==> src/rtl/bpc_pkg.sv <==
`default_nettype none

package bpc_pkg;

    // Default full-scale backlight level
    localparam int unsigned HW_MAX_DEF = 31;

    localparam int PCT_W    = 7;
    localparam int SAMPLE_W = 10;
    localparam int HW_W     = 5;

    localparam logic [PCT_W-1:0]    PCT_MAX        = 7'd100;
    localparam logic [SAMPLE_W-1:0] SAMPLE_DEFAULT = 10'd512;

    // Configuration reset values
    localparam logic [15:0]      DIM_TIMEOUT_RST  = 16'd30;
    localparam logic [PCT_W-1:0] DIMMED_LEVEL_RST = 7'd10;
    localparam logic [7:0]       CHECK_PERIOD_RST = 8'd5;
    localparam logic [PCT_W-1:0] THRESHOLD_RST    = 7'd5;

    // State reset values
    localparam logic [15:0] IDLE_RST  = 16'd0;
    localparam logic [7:0]  SINCE_RST = 8'd255;

    // Configuration register indexes
    localparam logic [1:0] REG_DIM_TIMEOUT  = 2'd0;
    localparam logic [1:0] REG_DIMMED_LEVEL = 2'd1;
    localparam logic [1:0] REG_CHECK_PERIOD = 2'd2;
    localparam logic [1:0] REG_THRESHOLD    = 2'd3;

    typedef enum logic [2:0] {
        CMD_ACTIVITY = 3'd0,
        CMD_SECOND   = 3'd1,
        CMD_FADE     = 3'd2,
        CMD_MANUAL   = 3'd3,
        CMD_AUTO     = 3'd4
    } cmd_t;

    typedef struct packed {
        logic [15:0]      dim_timeout_seconds;
        logic [PCT_W-1:0] dimmed_level;
        logic [7:0]       check_period_seconds;
        logic [PCT_W-1:0] change_threshold;
    } cfg_t;

    typedef struct packed {
        logic [2:0]          cmd;
        logic [SAMPLE_W-1:0] light_sample;
        logic                light_valid;
        logic [PCT_W-1:0]    manual_value;
        logic                auto_enable_value;
    } item_t;

    typedef struct packed {
        logic             power_state;
        logic [PCT_W-1:0] brightness_percent;
        logic [HW_W-1:0]  hw_target;
        logic [HW_W-1:0]  hw_level;
        logic             brightness_changed;
    } result_t;

    // Piecewise-linear ambient light map, clamped to 20..100.
    // Every sample of 20 and up lands on the upper clamp.
    function automatic logic [PCT_W-1:0] light_to_pct(input logic [SAMPLE_W-1:0] s);
        logic [PCT_W-1:0] p;
        case (s)
            10'd0:   p = 7'd20;
            10'd1:   p = 7'd30;
            10'd2:   p = 7'd40;
            10'd3:   p = 7'd40;
            10'd4:   p = 7'd44;
            10'd5:   p = 7'd48;
            10'd6:   p = 7'd52;
            10'd7:   p = 7'd57;
            10'd8:   p = 7'd61;
            10'd9:   p = 7'd65;
            10'd10:  p = 7'd70;
            10'd11:  p = 7'd70;
            10'd12:  p = 7'd73;
            10'd13:  p = 7'd76;
            10'd14:  p = 7'd80;
            10'd15:  p = 7'd83;
            10'd16:  p = 7'd86;
            10'd17:  p = 7'd90;
            10'd18:  p = 7'd93;
            10'd19:  p = 7'd96;
            default: p = PCT_MAX;
        endcase
        return p;
    endfunction

endpackage

`default_nettype wire

==> src/rtl/bpc_cfg.sv <==
`default_nettype none

module bpc_cfg
    import bpc_pkg::*;
(
    input  wire logic       clk,
    input  wire logic       rst_n,
    input  wire logic       wr_en,
    input  wire logic [1:0] wr_index,
    input  wire logic [15:0] wr_data,
    output cfg_t            cfg
);

    cfg_t cfg_reg;

    always_ff @(posedge clk or negedge rst_n)
    begin
        if (!rst_n)
        begin
            cfg_reg.dim_timeout_seconds  <= DIM_TIMEOUT_RST;
            cfg_reg.dimmed_level         <= DIMMED_LEVEL_RST;
            cfg_reg.check_period_seconds <= CHECK_PERIOD_RST;
            cfg_reg.change_threshold     <= THRESHOLD_RST;
        end
        else if (wr_en)
        begin
            case (wr_index)
                REG_DIM_TIMEOUT:  cfg_reg.dim_timeout_seconds  <= wr_data;
                REG_DIMMED_LEVEL: cfg_reg.dimmed_level         <= wr_data[PCT_W-1:0];
                REG_CHECK_PERIOD: cfg_reg.check_period_seconds <= wr_data[7:0];
                REG_THRESHOLD:    cfg_reg.change_threshold     <= wr_data[PCT_W-1:0];
                default:          ;
            endcase
        end
    end

    assign cfg = cfg_reg;

endmodule

`default_nettype wire

==> src/rtl/bpc_core.sv <==
`default_nettype none

module bpc_core
    import bpc_pkg::*;
#(
    parameter int unsigned HW_MAX = HW_MAX_DEF
)
(
    input  wire logic  clk,
    input  wire logic  rst_n,
    input  wire logic  step,
    input  wire item_t item,
    input  wire cfg_t  cfg,
    output result_t    result
);

    localparam int LvlW = $clog2(HW_MAX + 1);
    // pct * HW_MAX / 100 as one constant multiply: 5243 / 2^19 ~ 1/100,
    // exact over the whole product range (pct <= 100, HW_MAX <= 255)
    localparam int unsigned ScaleK     = HW_MAX * 5243;
    localparam int          ScaleShift = 19;
    localparam int          ProdW      = PCT_W + $clog2(ScaleK + 1);
    localparam logic [LvlW-1:0] LvlMax = LvlW'(HW_MAX);

    logic             mode_reg,  mode_next;
    logic [15:0]      idle_reg,  idle_next;
    logic [7:0]       since_reg, since_next;
    logic             auto_reg,  auto_next;
    logic [PCT_W-1:0] pct_reg,   pct_next;
    logic [LvlW-1:0]  tgt_reg,   tgt_next;
    logic [LvlW-1:0]  drv_reg,   drv_next;

    logic [SAMPLE_W-1:0] sample;
    logic [PCT_W-1:0]    mapped;
    logic [PCT_W-1:0]    diff;
    logic [15:0]         idle_inc;
    logic [7:0]          since_inc;
    logic                dim_now;
    logic                apply;
    logic [PCT_W-1:0]    apply_pct;
    logic [PCT_W-1:0]    sat_pct;
    logic [ProdW-1:0]    scale_prod;

    assign sample     = item.light_valid ? item.light_sample : SAMPLE_DEFAULT;
    assign mapped     = light_to_pct(sample);
    assign diff       = (mapped > pct_reg) ? (mapped - pct_reg) : (pct_reg - mapped);
    assign idle_inc   = (idle_reg != '1) ? (idle_reg + 16'd1) : idle_reg;
    assign since_inc  = (since_reg != '1) ? (since_reg + 8'd1) : since_reg;
    assign dim_now    = !mode_reg && (idle_inc >= cfg.dim_timeout_seconds);
    assign sat_pct    = (apply_pct > PCT_MAX) ? PCT_MAX : apply_pct;
    assign scale_prod = ProdW'(sat_pct) * ProdW'(ScaleK);

    always_comb
    begin
        mode_next  = mode_reg;
        idle_next  = idle_reg;
        since_next = since_reg;
        auto_next  = auto_reg;
        drv_next   = drv_reg;
        apply      = 1'b0;
        apply_pct  = pct_reg;

        case (item.cmd)
            CMD_ACTIVITY:
            begin
                idle_next = '0;
                if (mode_reg)
                begin
                    mode_next = 1'b0;
                    apply     = 1'b1;
                    apply_pct = auto_reg ? mapped : PCT_MAX;
                end
            end
            CMD_SECOND:
            begin
                idle_next  = idle_inc;
                since_next = since_inc;
                if (dim_now)
                begin
                    mode_next = 1'b1;
                    apply     = 1'b1;
                    apply_pct = cfg.dimmed_level;
                end
                else if (auto_reg && !mode_reg && (since_inc >= cfg.check_period_seconds))
                begin
                    since_next = '0;
                    if (diff > cfg.change_threshold)
                    begin
                        apply     = 1'b1;
                        apply_pct = mapped;
                    end
                end
            end
            CMD_FADE:
            begin
                if (drv_reg < tgt_reg)
                    drv_next = drv_reg + 1'b1;
                else if (drv_reg > tgt_reg)
                    drv_next = drv_reg - 1'b1;
            end
            CMD_MANUAL:
            begin
                auto_next = 1'b0;
                apply     = 1'b1;
                apply_pct = item.manual_value;
            end
            CMD_AUTO:
            begin
                auto_next = item.auto_enable_value;
                if (item.auto_enable_value && !mode_reg)
                begin
                    apply     = 1'b1;
                    apply_pct = mapped;
                end
            end
            default: ;
        endcase
    end

    always_comb
    begin
        pct_next = pct_reg;
        tgt_next = tgt_reg;
        if (apply)
        begin
            pct_next = sat_pct;
            tgt_next = LvlW'(scale_prod >> ScaleShift);
        end
    end

    always_ff @(posedge clk or negedge rst_n)
    begin
        if (!rst_n)
        begin
            mode_reg  <= 1'b0;
            idle_reg  <= IDLE_RST;
            since_reg <= SINCE_RST;
            auto_reg  <= 1'b1;
            pct_reg   <= PCT_MAX;
            tgt_reg   <= LvlMax;
            drv_reg   <= LvlMax;
        end
        else if (step)
        begin
            mode_reg  <= mode_next;
            idle_reg  <= idle_next;
            since_reg <= since_next;
            auto_reg  <= auto_next;
            pct_reg   <= pct_next;
            tgt_reg   <= tgt_next;
            drv_reg   <= drv_next;
        end
    end

    assign result.power_state        = mode_next;
    assign result.brightness_percent = pct_next;
    assign result.hw_target          = HW_W'(tgt_next);
    assign result.hw_level           = HW_W'(drv_next);
    assign result.brightness_changed = apply;

    a_pct_range: assert property (@(posedge clk) disable iff (!rst_n)
        pct_reg <= PCT_MAX)
        else $error("brightness percent above full scale");

    a_tgt_range: assert property (@(posedge clk) disable iff (!rst_n)
        tgt_reg <= LvlMax && drv_reg <= LvlMax)
        else $error("backlight level above full scale");

    a_drv_step: assert property (@(posedge clk) disable iff (!rst_n)
        step |=> (drv_reg == $past(drv_reg)) || (drv_reg == $past(drv_reg) + 1'b1)
                 || (drv_reg == $past(drv_reg) - 1'b1))
        else $error("driven level moved more than one step");

    a_hold: assert property (@(posedge clk) disable iff (!rst_n)
        !step |=> $stable(mode_reg) && $stable(pct_reg) && $stable(auto_reg)
                  && $stable(drv_reg))
        else $error("state changed without a request");

endmodule

`default_nettype wire

==> src/rtl/backlight_power_controller_unit.sv <==
`default_nettype none

// An accepted request moves from the request register through the state logic
// into the result register and out_valid, held back while that register is full.
// Throughput: one request per cycle while out_ready is high, set by the
// single state-update pass between the request and result registers.
// Reset (rst_n, asynchronous, active low) restores the configuration defaults,
// puts the display in the active state at full brightness with auto mode on.
module backlight_power_controller_unit
    import bpc_pkg::*;
#(
    parameter int unsigned HW_MAX = HW_MAX_DEF
)
(
    input  wire logic                clk,
    input  wire logic                rst_n,

    // Configuration write channel
    input  wire logic                cfg_valid,
    output logic                     cfg_ready,
    input  wire logic [1:0]          cfg_index,
    input  wire logic [15:0]         cfg_data,

    // Request channel
    input  wire logic                in_valid,
    output logic                     in_ready,
    input  wire logic [2:0]          cmd,
    input  wire logic [SAMPLE_W-1:0] light_sample,
    input  wire logic                light_valid,
    input  wire logic [PCT_W-1:0]    manual_value,
    input  wire logic                auto_enable_value,

    // Result channel
    output logic                     out_valid,
    input  wire logic                out_ready,
    output logic                     power_state,
    output logic [PCT_W-1:0]         brightness_percent,
    output logic [HW_W-1:0]          hw_target,
    output logic [HW_W-1:0]          hw_level,
    output logic                     brightness_changed
);

    cfg_t    cfg;
    item_t   item_reg;
    logic    item_valid_reg;
    result_t core_result;
    result_t result_reg;
    logic    out_valid_reg;
    logic    advance;

    // Registers always writable; user must write only while idle (not enforced)
    assign cfg_ready = 1'b1;

    bpc_cfg u_cfg (
        .clk      (clk),
        .rst_n    (rst_n),
        .wr_en    (cfg_valid && cfg_ready),
        .wr_index (cfg_index),
        .wr_data  (cfg_data),
        .cfg      (cfg)
    );

    // Advance the held request into the state logic whenever the result
    // register is empty or is being drained in this cycle
    assign advance  = item_valid_reg && (!out_valid_reg || out_ready);
    // Take a new request when the request register is empty or moving on
    assign in_ready = !item_valid_reg || advance;

    always_ff @(posedge clk or negedge rst_n)
    begin
        if (!rst_n)
            item_valid_reg <= 1'b0;
        else if (in_ready)
            item_valid_reg <= in_valid;
    end

    // Payload only: capture on acceptance, no reset needed
    always_ff @(posedge clk)
    begin
        if (in_valid && in_ready)
        begin
            item_reg.cmd               <= cmd;
            item_reg.light_sample      <= light_sample;
            item_reg.light_valid       <= light_valid;
            item_reg.manual_value      <= manual_value;
            item_reg.auto_enable_value <= auto_enable_value;
        end
    end

    bpc_core #(
        .HW_MAX (HW_MAX)
    ) u_core (
        .clk    (clk),
        .rst_n  (rst_n),
        .step   (advance),
        .item   (item_reg),
        .cfg    (cfg),
        .result (core_result)
    );

    // Result register: hold until taken, refill as the next request advances
    always_ff @(posedge clk or negedge rst_n)
    begin
        if (!rst_n)
            out_valid_reg <= 1'b0;
        else if (advance)
            out_valid_reg <= 1'b1;
        else if (out_ready)
            out_valid_reg <= 1'b0;
    end

    always_ff @(posedge clk)
    begin
        if (advance)
            result_reg <= core_result;
    end

    assign out_valid          = out_valid_reg;
    assign power_state        = result_reg.power_state;
    assign brightness_percent = result_reg.brightness_percent;
    assign hw_target          = result_reg.hw_target;
    assign hw_level           = result_reg.hw_level;
    assign brightness_changed = result_reg.brightness_changed;

endmodule

`default_nettype wire

==> config.mk <==
export PLATFORM = sky130hd
export DESIGN_NAME = backlight_power_controller_unit
export DESIGN_NICKNAME = d
export VERILOG_FILES = /design/src/rtl/bpc_pkg.sv /design/src/rtl/bpc_cfg.sv /design/src/rtl/bpc_core.sv /design/src/rtl/backlight_power_controller_unit.sv
export SDC_FILE = /design/constraint.sdc
export NUM_CORES = 1
export LEC_CHECK = 0
export ABC_CLOCK_PERIOD_IN_PS = 14100
export BUFFER_PORTS_ARGS = -buffer_cell sky130_fd_sc_hd__buf_2
export CAP_MARGIN = 20
export CELL_PAD_IN_SITES_DETAIL_PLACEMENT = 1
export CELL_PAD_IN_SITES_GLOBAL_PLACEMENT = 1
export CORE_MARGIN = 2
export CORE_UTILIZATION = 45
export DETAILED_ROUTE_END_ITERATION = 8
export PLACE_DENSITY = 0.76
export SYNTH_ARGS = -nofsm -noshare
export SYNTH_HDL_FRONTEND = slang
export SYNTH_SLANG_ARGS = --single-unit
==> constraint.sdc <==
create_clock -name clk -period 14.1 [get_ports clk]
set_input_delay 0.705 -clock clk [delete_from_list [all_inputs] [get_ports clk]]
set_output_delay 0.705 -clock clk [all_outputs]
set_load 0.1 [all_outputs]
After elaboration in Yosys (flattened, before gate mapping)
Memory sizes are Yosys's and may differ from the RTL's.
Index checks and enable logic that the tools add are counted.
Widths: inputs -> output; s select.
Storage, ports and cells
  register bits: 124
  output and inout port bits: 22
  word-level logic and storage cells: 103
  memory bits (read-only): 224
  memories: 1
Memory list
  (no name shown): depth 32, width 7, rd ports 1, clocked after Yosys merged registers in 0, write ports 0, line bpc_pkg.sv:66  | case (s)
Cells by class
  multiplexer cells: 32
  $mul: 1
  reductions and logical operators: 24
  equality and inequality tests: 9
  order comparisons: 7
  $add $sub $neg: 6
Operators with widths (number)
  $mux 7: 10
  $pmux 16 s2: 1
  $pmux 7 s4: 1
  $mul 7x18->24 const B: 1
  $mux 8: 3
  $mux 5: 4
  $add 16x1->16 const B: 1
  $ge 16x16->1: 1
  $mux 16: 1
  $ne 16x16->1 const B: 1
  $gt 7x7->1: 2
  $reduce_and 2->1: 7
  $sub 7x7->7: 2
  $mux 10: 1
  $add 8x1->8 const B: 1
  $ge 8x8->1: 1
  $mux 1: 8
  $ne 8x8->1 const B: 1
  $gt 7x7->1 const B: 1
  $eq 3x2->1 const B: 2
  $logic_and 1x1->1: 6
  $reduce_bool 2->1: 3
  $add 5x1->5 const B: 1
  $gt 5x5->1: 1
  other kinds (13): 18

Depth between registers and ports, before layout
  depth after elaboration: 14
  gate-level depth with buffers: 54
  gate-level depth less buffers: 52

Cells and area by module
A second synthesis with hierarchy kept.
Unflattened totals
  cells, all modules: 984
  area, all modules: 9721.8 µm²
By module, submodules not included
  bpc_core: cells each 852, area an instance 6934.2 µm², times used 1, sequential area each 1103.6 µm²
  bpc_cfg: cells each 81, area an instance 1441.4 µm², times used 1, sequential area each 963.4 µm²
  backlight_power_controller_unit: cells each 51, area an instance 1346.3 µm², times used 1, sequential area each 1281.2 µm²

Worst setup path before layout
No wires, ideal clock.
  path kind: reg2reg
  from: reg item_reg[8] (netlist name)
  to: reg result_reg, in the netlist hw_target[3], data pin
  clock period less this slack: 10812 ps
  arrival: 10552 ps
  stages on the path, launching flop included: 51
  path slack: 3288 ps
  path through: edfxtp_1 -> buf_2 -> nand2_1 -> inv_1 -> ha_1 -> mux2_2 -> a22oi_1 -> nor2_1 -> o21ai_0 -> inv_1 -> ha_1 -> nor2b_1 -> o21ai_0 -> a21boi_0 -> o21ai_1 -> a21boi_0 -> o21a_1 -> o22ai_1 -> [... 15 more ...] -> inv_1 -> fa_1 -> inv_1 -> fa_1 -> fa_1 -> inv_1 -> fa_1 -> inv_1 -> ha_1 -> a21o_1 -> a21oi_1 -> o21ai_0 -> a21oi_1 -> o21ai_0 -> a311oi_4 -> o21bai_2 -> xor2_1 -> mux2_2
RTL lines
  from (decl): line backlight_power_controller_unit.sv:44  | item_t item_reg;
  to (signal assigned): line backlight_power_controller_unit.sv:115  | result_reg <= core_result;
  to (decl): line backlight_power_controller_unit.sv:47  | result_t result_reg;

==> metrics <==
GR Util All Layers 24.0%; layout cells sized above 1 19.0%; Finish-stage setup viols 0; WL met2 12900 um; clk slew on worst S/H paths 0.06 ns; antenna cells 0; Final HPWL DP 19200 um; post-CTS sizing 0; synthesis-stage register bit count 124; Mapped Area 9570 um^2; via/cell ratio 5.58; ys async rst share 66.9%; Top cell by count, worst path inv_1; synth top area cells ha_1 (14%), dfrtp_1 (13%), edfxtp_1 (13%); Worst-Margin Slew 1.00 ns; Top Metal Used met4; most common cell in the netlist inv_1; GPL Wtd Cong 0.936; Sink Count 124; DR pass1 iterations 5; register area 3350 um^2; minimum clock period 12.59 ns; Setup Buffers After CTS 0; Max Slew Vio Count 0; clk_skew 0.0129 ns; slew margin rel. 32.7%; core area 21000 um^2; outcome finished clean; metal3 WL 828 um; final hold vios 0; Residual DRC 0; initial antenna violation count 0; Final Hold Slack 0.212 ns; unrepaired setup endpoints after global routing no; CP endpoint kind flop; Leakage 4.98 nW; crit share post-route 89.3%; Die ar. 22400 um^2; I/O pin count 67; grt ovf 0; cell area after layout 10800 um^2; Synth top area share 14.4%; H-tree levels 4; vias in the first global route 8212; Gate Count Post-Synth 983; initial core utilization 45.7%; drt first-iter violations 348; Post-DP Area 10200 um^2; Mapped Avg Cell Area 9.73 um^2; WL/cell 19.1 um; fmax 79.4 MHz; Crit Path Class reg2reg; maximum VDD drop 229 uV; Die Span X 150 um; via count 7461; # hold bufs at CTS 0; Fillers 2438; Rows 53; total power 2.76 mW; CTS tree done; Synth Net Count 1169; drt total wl 25500 um; P&R area growth vs syn 12.5%; final net count 1234; crit-path max FO 10; Post-synth top cells inv_1 (121), ha_1 (110), nand2_1 (88), o21ai_0 (75), nor2_1 (52); Yosys top cell by area ha_1; first-pass GRT wire length 41800 um; Placed Instances 1303; Syn. warnings 0; synth unique cells 84; EDFF count, synth 41; P per Cell Area 256 nW/um^2; die height 150 um; WP data required 14.27 ns; cell at the slowest stage of the critical path o21ai_0; Root Buffer clkbuf_16; Startpoint Class flop; worst skew pair latency 0.43 ns; max FFs per register 38; sequential fraction of the synthesis area 35.0%; largest net degree at the start of global routing 54; Post-synth top flop dfrtp_1; TNS Setup 0 ns; Longest Clk Path Bufs 2; Detail Route Antenna Nets 0; multi-input logic area 5650 um^2; # Max-Cap Violations 0; worst hold path type in2async; M1 WL 11200 um; Port Buffer Count 65; number of CTS-inserted buffers 17; final cell count without fillers 1336; WP data arrival 12.76 ns; Worst path max stage delay 0.65 ns
==> placed cells by master, fill, tap and decap left out, types with 12 or more instances in the layout <==
cell and instances:
buf_2 64, dfstp_2 32, dfrtp_1 51, a21o_1 12, nand3_1 24, mux2_2 41
ha_1 110, fa_1 31, nor2_1 52, xnor2_1 22, clkbuf_16 17, a21oi_1 44
nor3_1 12, nand2_1 88, edfxtp_1 41, o21ai_0 75, inv_1 121, nand2b_1 18
==> where the power goes <==
group / total (mW) / internal, mW / leakage [nW] / switching [mW]
Sequential: 0.548 / 0.477 / 1.37 / 0.0707
Clock: 0.453 / 0.278 / 0.287 / 0.175
Combinational: 1.76 / 0.705 / 3.32 / 1.05
Total: 2.76 / 1.46 / 4.98 / 1.30
==> worst max-delay path, delay by kind of cell (launching register included) <==
family | cells | cell delay, ns
flip-flops | 1 | 0.52
multiplexers | 3 | 0.73
XOR/XNOR | 2 | 0.29
AO/OA/AOI/OAI | 21 | 5.02
buffers and inverters | 7 | 0.97
AND/OR/NAND/NOR | 7 | 1.49
adder cells (fa/ha/maj) | 8 | 3.31
==> kinds of logic (layout without fill, tap and decap cells) <==
family	after synthesis	after routing	synth area share, %
simple gates	264	264	13.9
mux	51	51	5.87
other cells	1	1	0.0392
buf+inv	147	225	6.02
xor+xnor	33	33	3.02
flops	124	124	35.0
fa+ha+maj	141	141	20.9
compound gates	222	222	15.2
==> cell type report <==
cell class              count  area share (%)
clock buffers              17            3.95
inverters                 122            4.25
clock inverters            15            1.58
repair buffers             71            3.46
flip-flops and latches    124            31.1
well taps                 275            3.20
multi-input cells         712            52.5
==> per-layer routing <==
layer	global-route usage [%]	vias up
met4	8.07	0
li1	-	3574
met2	41.9	134
met3	4.39	42
met1	30.0	3711
met5	0	-
==> metrics by stage <==
| step | util (%) | setup slack (ns) |
|---|---|---|
| after floorplan | - | 3.29 |
| after global placement | 48.5 | 2.22 |
| after CTS | 51.3 | 1.47 |
| after global routing | 51.4 | 0.651 |
| after detailed placement | 48.5 | 1.53 |
| final | 51.4 | 1.51 |
==> final timing paths <==
kind                       slack [ns]           startpoint  cells after the start                   to
min                              0.21                rst_n                      1        u_cfg.cfg[32]
max                              1.51          item_reg[8]                     48         hw_target[3]
min reg2reg                      0.48  u_core.since_reg[1]                      2  u_core.since_reg[1]
min in group clk                 0.45      light_sample[5]                      1         item_reg[14]
max in group asynchronous       12.82                rst_n                      2            out_valid
max reg2reg                      1.51          item_reg[8]                     48         hw_target[3]
No activity file was read; power rests on OpenSTA's default activity.
